### config.mk
export PLATFORM = sky130hd
export DESIGN_NAME = vomf_accum
export DESIGN_NICKNAME = d
export VERILOG_FILES = /design/src/hdl/vomf_pkg.sv /design/src/hdl/vomf_accum.sv
export SDC_FILE = /design/constraint.sdc
export NUM_CORES = 1
export LEC_CHECK = 0
export BUFFER_PORTS_ARGS = -buffer_cell sky130_fd_sc_hd__buf_2
export CORE_ASPECT_RATIO = 0.8
export CORE_MARGIN = 5
export CORE_UTILIZATION = 54
export CTS_CLUSTER_SIZE = 16
export DETAILED_ROUTE_END_ITERATION = 8
export GPL_TIMING_DRIVEN = 0
export PLACE_DENSITY = 0.86
export SLEW_MARGIN = 20
export SYNTH_ARGS = -nofsm -noshare
export SYNTH_HDL_FRONTEND = slang
export SYNTH_SLANG_ARGS = --single-unit
### constraint.sdc
create_clock -name clk -period 3.3 [get_ports clk]
set_input_delay 0.33 -clock clk [delete_from_list [all_inputs] [get_ports clk]]
set_output_delay 0.33 -clock clk [all_outputs]
set_load 0.02 [all_outputs]
### src/hdl/vomf_pkg.sv
// Shared types and constants for the voxel occupancy map filter.
// Used by vomf_accum and voxel_occupancy_map_filter; depends on nothing.
`default_nettype none
package vomf_pkg;

  localparam int GRID_DIM_BITS_DEF   = 5;
  localparam int NEIGHBOR_RADIUS_DEF = 1;

  localparam int COORD_W = 5;
  localparam int VAL_W   = 8;
  localparam int CNT_W   = 9;
  localparam int CMD_W   = 2;
  localparam int MASK_W  = 3;
  localparam int CFG_IDX_W = 3;
  localparam int CFG_DAT_W = 9;

  localparam logic [CMD_W-1:0] CMD_UPDATE = 2'd0;
  localparam logic [CMD_W-1:0] CMD_QUERY  = 2'd1;
  localparam logic [CMD_W-1:0] CMD_TEST   = 2'd2;

  localparam logic [MASK_W-1:0] CLS_UNOBSERVED = 3'b001;
  localparam logic [MASK_W-1:0] CLS_EMPTY      = 3'b010;
  localparam logic [MASK_W-1:0] CLS_OCCUPIED   = 3'b100;

  localparam logic [CFG_IDX_W-1:0] REG_OCC_LIMIT   = 3'd0;
  localparam logic [CFG_IDX_W-1:0] REG_EMPTY_LIMIT = 3'd1;
  localparam logic [CFG_IDX_W-1:0] REG_MIN_UNOBS   = 3'd2;
  localparam logic [CFG_IDX_W-1:0] REG_MAX_UNOBS   = 3'd3;
  localparam logic [CFG_IDX_W-1:0] REG_MIN_EMPTY   = 3'd4;
  localparam logic [CFG_IDX_W-1:0] REG_MAX_EMPTY   = 3'd5;
  localparam logic [CFG_IDX_W-1:0] REG_MIN_OCC     = 3'd6;
  localparam logic [CFG_IDX_W-1:0] REG_MAX_OCC     = 3'd7;

  localparam logic [6:0]       OCC_LIMIT_RST   = 7'd127;
  localparam logic [7:0]       EMPTY_LIMIT_RST = 8'd128;
  localparam logic [CNT_W-1:0] MIN_BOUND_RST   = 9'd0;
  localparam logic [CNT_W-1:0] MAX_BOUND_RST   = 9'd343;

  typedef struct packed {
    logic clr;
    logic vld;
    logic in_grid;
    logic finish;
  } acc_ctl_t;

  typedef struct packed {
    logic [CNT_W-1:0] min_unobs;
    logic [CNT_W-1:0] max_unobs;
    logic [CNT_W-1:0] min_emp;
    logic [CNT_W-1:0] max_emp;
    logic [CNT_W-1:0] min_occ;
    logic [CNT_W-1:0] max_occ;
  } cnt_bounds_t;

  typedef struct packed {
    logic [CNT_W-1:0] unobs;
    logic [CNT_W-1:0] empty;
    logic [CNT_W-1:0] occ;
  } nbr_counts_t;

endpackage
`default_nettype wire

### src/hdl/vomf_accum.sv
// Neighbor class counter and count bound checker of the voxel filter.
// Depends on vomf_pkg.
`default_nettype none
module vomf_accum (
  input  wire logic                        clk,
  input  wire logic                        rst_n,
  input  wire vomf_pkg::acc_ctl_t          ctl,
  input  wire logic signed [vomf_pkg::VAL_W-1:0] rd_data,
  input  wire vomf_pkg::cnt_bounds_t       bounds,
  output vomf_pkg::nbr_counts_t            counts,
  output logic                             bounds_ok
);

  vomf_pkg::nbr_counts_t cnt_r;
  vomf_pkg::nbr_counts_t cnt_nxt;
  logic                  ok_r;
  logic                  ok_nxt;

  always_comb begin
    cnt_nxt = cnt_r;
    ok_nxt  = ok_r;
    if (ctl.clr) begin
      cnt_nxt = '0;
      ok_nxt  = 1'b0;
    end else if (ctl.vld) begin
      if (!ctl.in_grid || rd_data == '0) begin
        cnt_nxt.unobs = cnt_r.unobs + 1'b1;
      end else if (rd_data > 0) begin
        cnt_nxt.occ = cnt_r.occ + 1'b1;
      end else begin
        cnt_nxt.empty = cnt_r.empty + 1'b1;
      end
    end else if (ctl.finish) begin
      ok_nxt = (cnt_r.unobs >= bounds.min_unobs) && (cnt_r.unobs <= bounds.max_unobs) &&
               (cnt_r.empty >= bounds.min_emp) && (cnt_r.empty <= bounds.max_emp) &&
               (cnt_r.occ >= bounds.min_occ) && (cnt_r.occ <= bounds.max_occ);
    end
  end

  always_ff @(posedge clk) begin
    if (!rst_n) begin
      cnt_r <= '0;
      ok_r  <= 1'b0;
    end else begin
      cnt_r <= cnt_nxt;
      ok_r  <= ok_nxt;
    end
  end

  assign counts    = cnt_r;
  assign bounds_ok = ok_r;

endmodule
`default_nettype wire

==> results.toml <==
[clock_network]
tritoncts_num_sinks = 28
ctsHtreeMaxLevel = 1
cts_tree = "yes"
clockBufferDepth = 2
cts-buffers-inserted = 3
cts_hold_repair.buffers = 0
worst_skew_pair.late_latency_ps = 280
cts_root_buffer = "clkbuf_8"
cts.reportedPaths.clkPinSlew_ps = 100
post_cts_setup_driven_buffer_insertion_count = 0
cts_repair_resize_count = 0

[grt]
met3_use_gr = 0.0306
global_route.usage.met1 = 0.261
grt_pass1_vias = 2409
busiest_layer = "met2"
grt_antenna_before_repair = 0
maximum_number_of_pins_on_one_net_before_global_route_repair = 17
track_usage = 0.201
global_route_congestion_overflow_total = 0
global_route_wire_length_before_repair_um = 10400
grt_util_met2 = 0.349

[run_status]
status = "finished clean"

[final_layout]
finalInstanceArea_mm2 = 0.00324
layout.filler_cells = 398
nets = 552
multiInputGateArea_mm2 = 0.00181
regArea_um2 = 561
drive_above_1_share = 0.261
antenna_cells_inserted = 0
area_growth_syn_to_layout_pct = 23.7

[logic_synthesis]
synth.yosys.seq_area_share = 0.214
synth.yosys.warnings = 0
synth-edff-count = 0
synth.most_common_cell = "inv_1"
post_synth_net_total = 452
synth.top_cells.by_area = "ha_1 27%, dfxtp_1 21%, inv_1 8.4%"
synthArstFlopShare = 0
dominantRegCellSynth = "dfxtp_1"
synthTopCellsByCount = "59 x inv_1, 57 x ha_1, 33 x nor2_1, 28 x dfxtp_1"
postSynthRegisterBits = 28
synth.lib_cells_used.distinct = 40
post_synth_top_area_cell = "ha_1"
post_synth_inst_count = 327
netlist.area_leader.share = 0.272
syn_avg_cell_area_um2 = 8.02
netlist_area_mm2 = 0.00262

[sta]
worstMarginPinSlew_ps = 461
final.setup_skew_ps = 5.49
finalHoldViolations = 0
fmax_ghz = 0.488
period_needed_ps = 2050
setup_tns_ps = 0
layout_worst_path_cycle_share = 0.621
setup_violations = 0
rsz0062_at_grt = "false"
final_max_slew_viol_count = 0
worst_slew_margin_rel = 0.693

[die]
die-area_mm2 = 0.00636
core.rowCount = 22
initial_utilization = 0.563
die_width_um = 87.9
floorplan.die.height_um = 72.3
top_level_ports = 96
core_mm2 = 0.00465

[flow_run]
max_cap_violations = 0

[detailed_routing]
drc_errors = 0
avgRoutedWirePerCell_um = 13.2
detail_route.vias_per_cell = 5.23
detailedRoute.firstIterationViolations = 99
wl_um = 6420
drt_pre_antenna_iters = 5
vias = 2543
ant_nets = 0

[critical_path]
crit_path_max_fanout = 5
setup.worst_path.class = "reg -> reg"
critPathArrivalTime_ps = 2270
start_kind = "flip-flop"
crit_path_end_kind = "flip-flop"
worstPathRequired_ps = 3520

[place]
port_buffers = 95
place_area_mm2 = 0.00317
gpl.final_weighted_congestion = 0.849
dp_hpwl_um = 5510

[worst_hold_path]
holdCritPathClass = "in -> reg"

[power_and_ir_drop]
power.leakage_nw = 1.76
ir_worst_vdd_mv = 0.166
total_power_w = 0.000744
power.density_mw_per_mm2 = 229
## worst paths after layout
kind / startpoint / endpoint / slack (ps) / cells after the start
setup / recovery: counts[15]$_SDFFE_PP0P_ / bounds_ok$_SDFFE_PP0P_ / 1250 / 7
setup reg to reg: counts[15]$_SDFFE_PP0P_ / bounds_ok$_SDFFE_PP0P_ / 1250 / 7
hold / removal: ctl[0] / bounds_ok$_SDFFE_PP0P_ / 370 / 4
hold reg to reg: bounds_ok$_SDFFE_PP0P_ / bounds_ok$_SDFFE_PP0P_ / 490 / 2
## flip-flops by register name, summed over array words and instances, names as in the netlist
| register | flops |
|---|---|
| bounds_ok | 1 |
| counts | 27 |
## routing by layer
| metal | vias up | part of all wire | wire, µm |
|---|---|---|---|
| li1 | 1316 | - | - |
| met1 | 1140 | 0.43 | 2790 |
| met2 | 76 | 0.48 | 3100 |
| met3 | 11 | 0.068 | 434 |
| met4 | 0 | 0.014 | 91 |
| met5 | - | 0 | 0 |
## metrics by stage
| stage | setup slack [ps] | hold slack [ps] | util | std cells |
|---|---|---|---|---|
| finish | 1250 | 370 | 0.697 | 486 |
| global route | 1120 | 375 | 0.697 | 486 |
| CTS | 1250 | 363 | 0.697 | 486 |
| detailed placement | 1210 | 458 | 0.682 | 482 |
| global placement | 1280 | 453 | 0.682 | 482 |
| floorplan | 1380 | 520 | - | 327 |
## critical path: stages (launching register included)
cell      delay, ps
dfxtp_1         420
ha_1            290
a211oi_1        330
nand2_1          90
o21ai_1         120
a21oi_1          90
or4_1           520
o21ai_1         130
## cell families (layout without fill, tap and decap cells)
family	count (synthesis)	in the layout	share of synthesized area
compound gates	50	50	0.120
simple gates	103	103	0.212
flops	28	28	0.214
buf+inv	64	163	0.0964
xor+xnor	22	22	0.0735
mux	3	3	0.0115
fa+ha+maj	57	57	0.272
## power breakdown
part / total, W / switching (W) / internal (W)
registers: 0.000341 / 0.00000168 / 0.000339
clock network: 0.000274 / 0.000112 / 0.000162
logic: 0.000129 / 0.0000651 / 0.0000639
total: 0.000744 / 0.000179 / 0.000565
## final cells by class
| class | instances | area share |
|---|---|---|
| multi-input combinational | 235 | 0.557 |
| sequential | 28 | 0.173 |
| timing repair buffer | 95 | 0.147 |
| inverter | 59 | 0.0683 |
| tap | 60 | 0.0231 |
| clock buffer | 3 | 0.0127 |
| buffer | 5 | 0.00965 |
| clock inverter | 1 | 0.00926 |
## layout by cell type, fill, tap and decap left out, drive strengths merged, types with 2 or more instances in the layout
| cell type | n |
|---|---|
| or3 | 4 |
| o21ai | 14 |
| nor2b | 2 |
| ha | 57 |
| dfxtp | 28 |
| nor3 | 5 |
| a21oi | 18 |
| o21bai | 2 |
| and4 | 4 |
| nand4 | 9 |
| clkbuf | 6 |
| nand2 | 18 |
| o211ai | 3 |
| nand2b | 2 |
| a211oi | 6 |
| and2 | 3 |
| nand3 | 14 |
| nor4 | 3 |
| xor2 | 14 |
| mux2i | 3 |
| inv | 59 |
| a221oi | 3 |
| nor2 | 33 |
| xnor2 | 8 |
| and3 | 3 |
| buf | 97 |
Note: power is estimated with default switching activity, not from simulation.
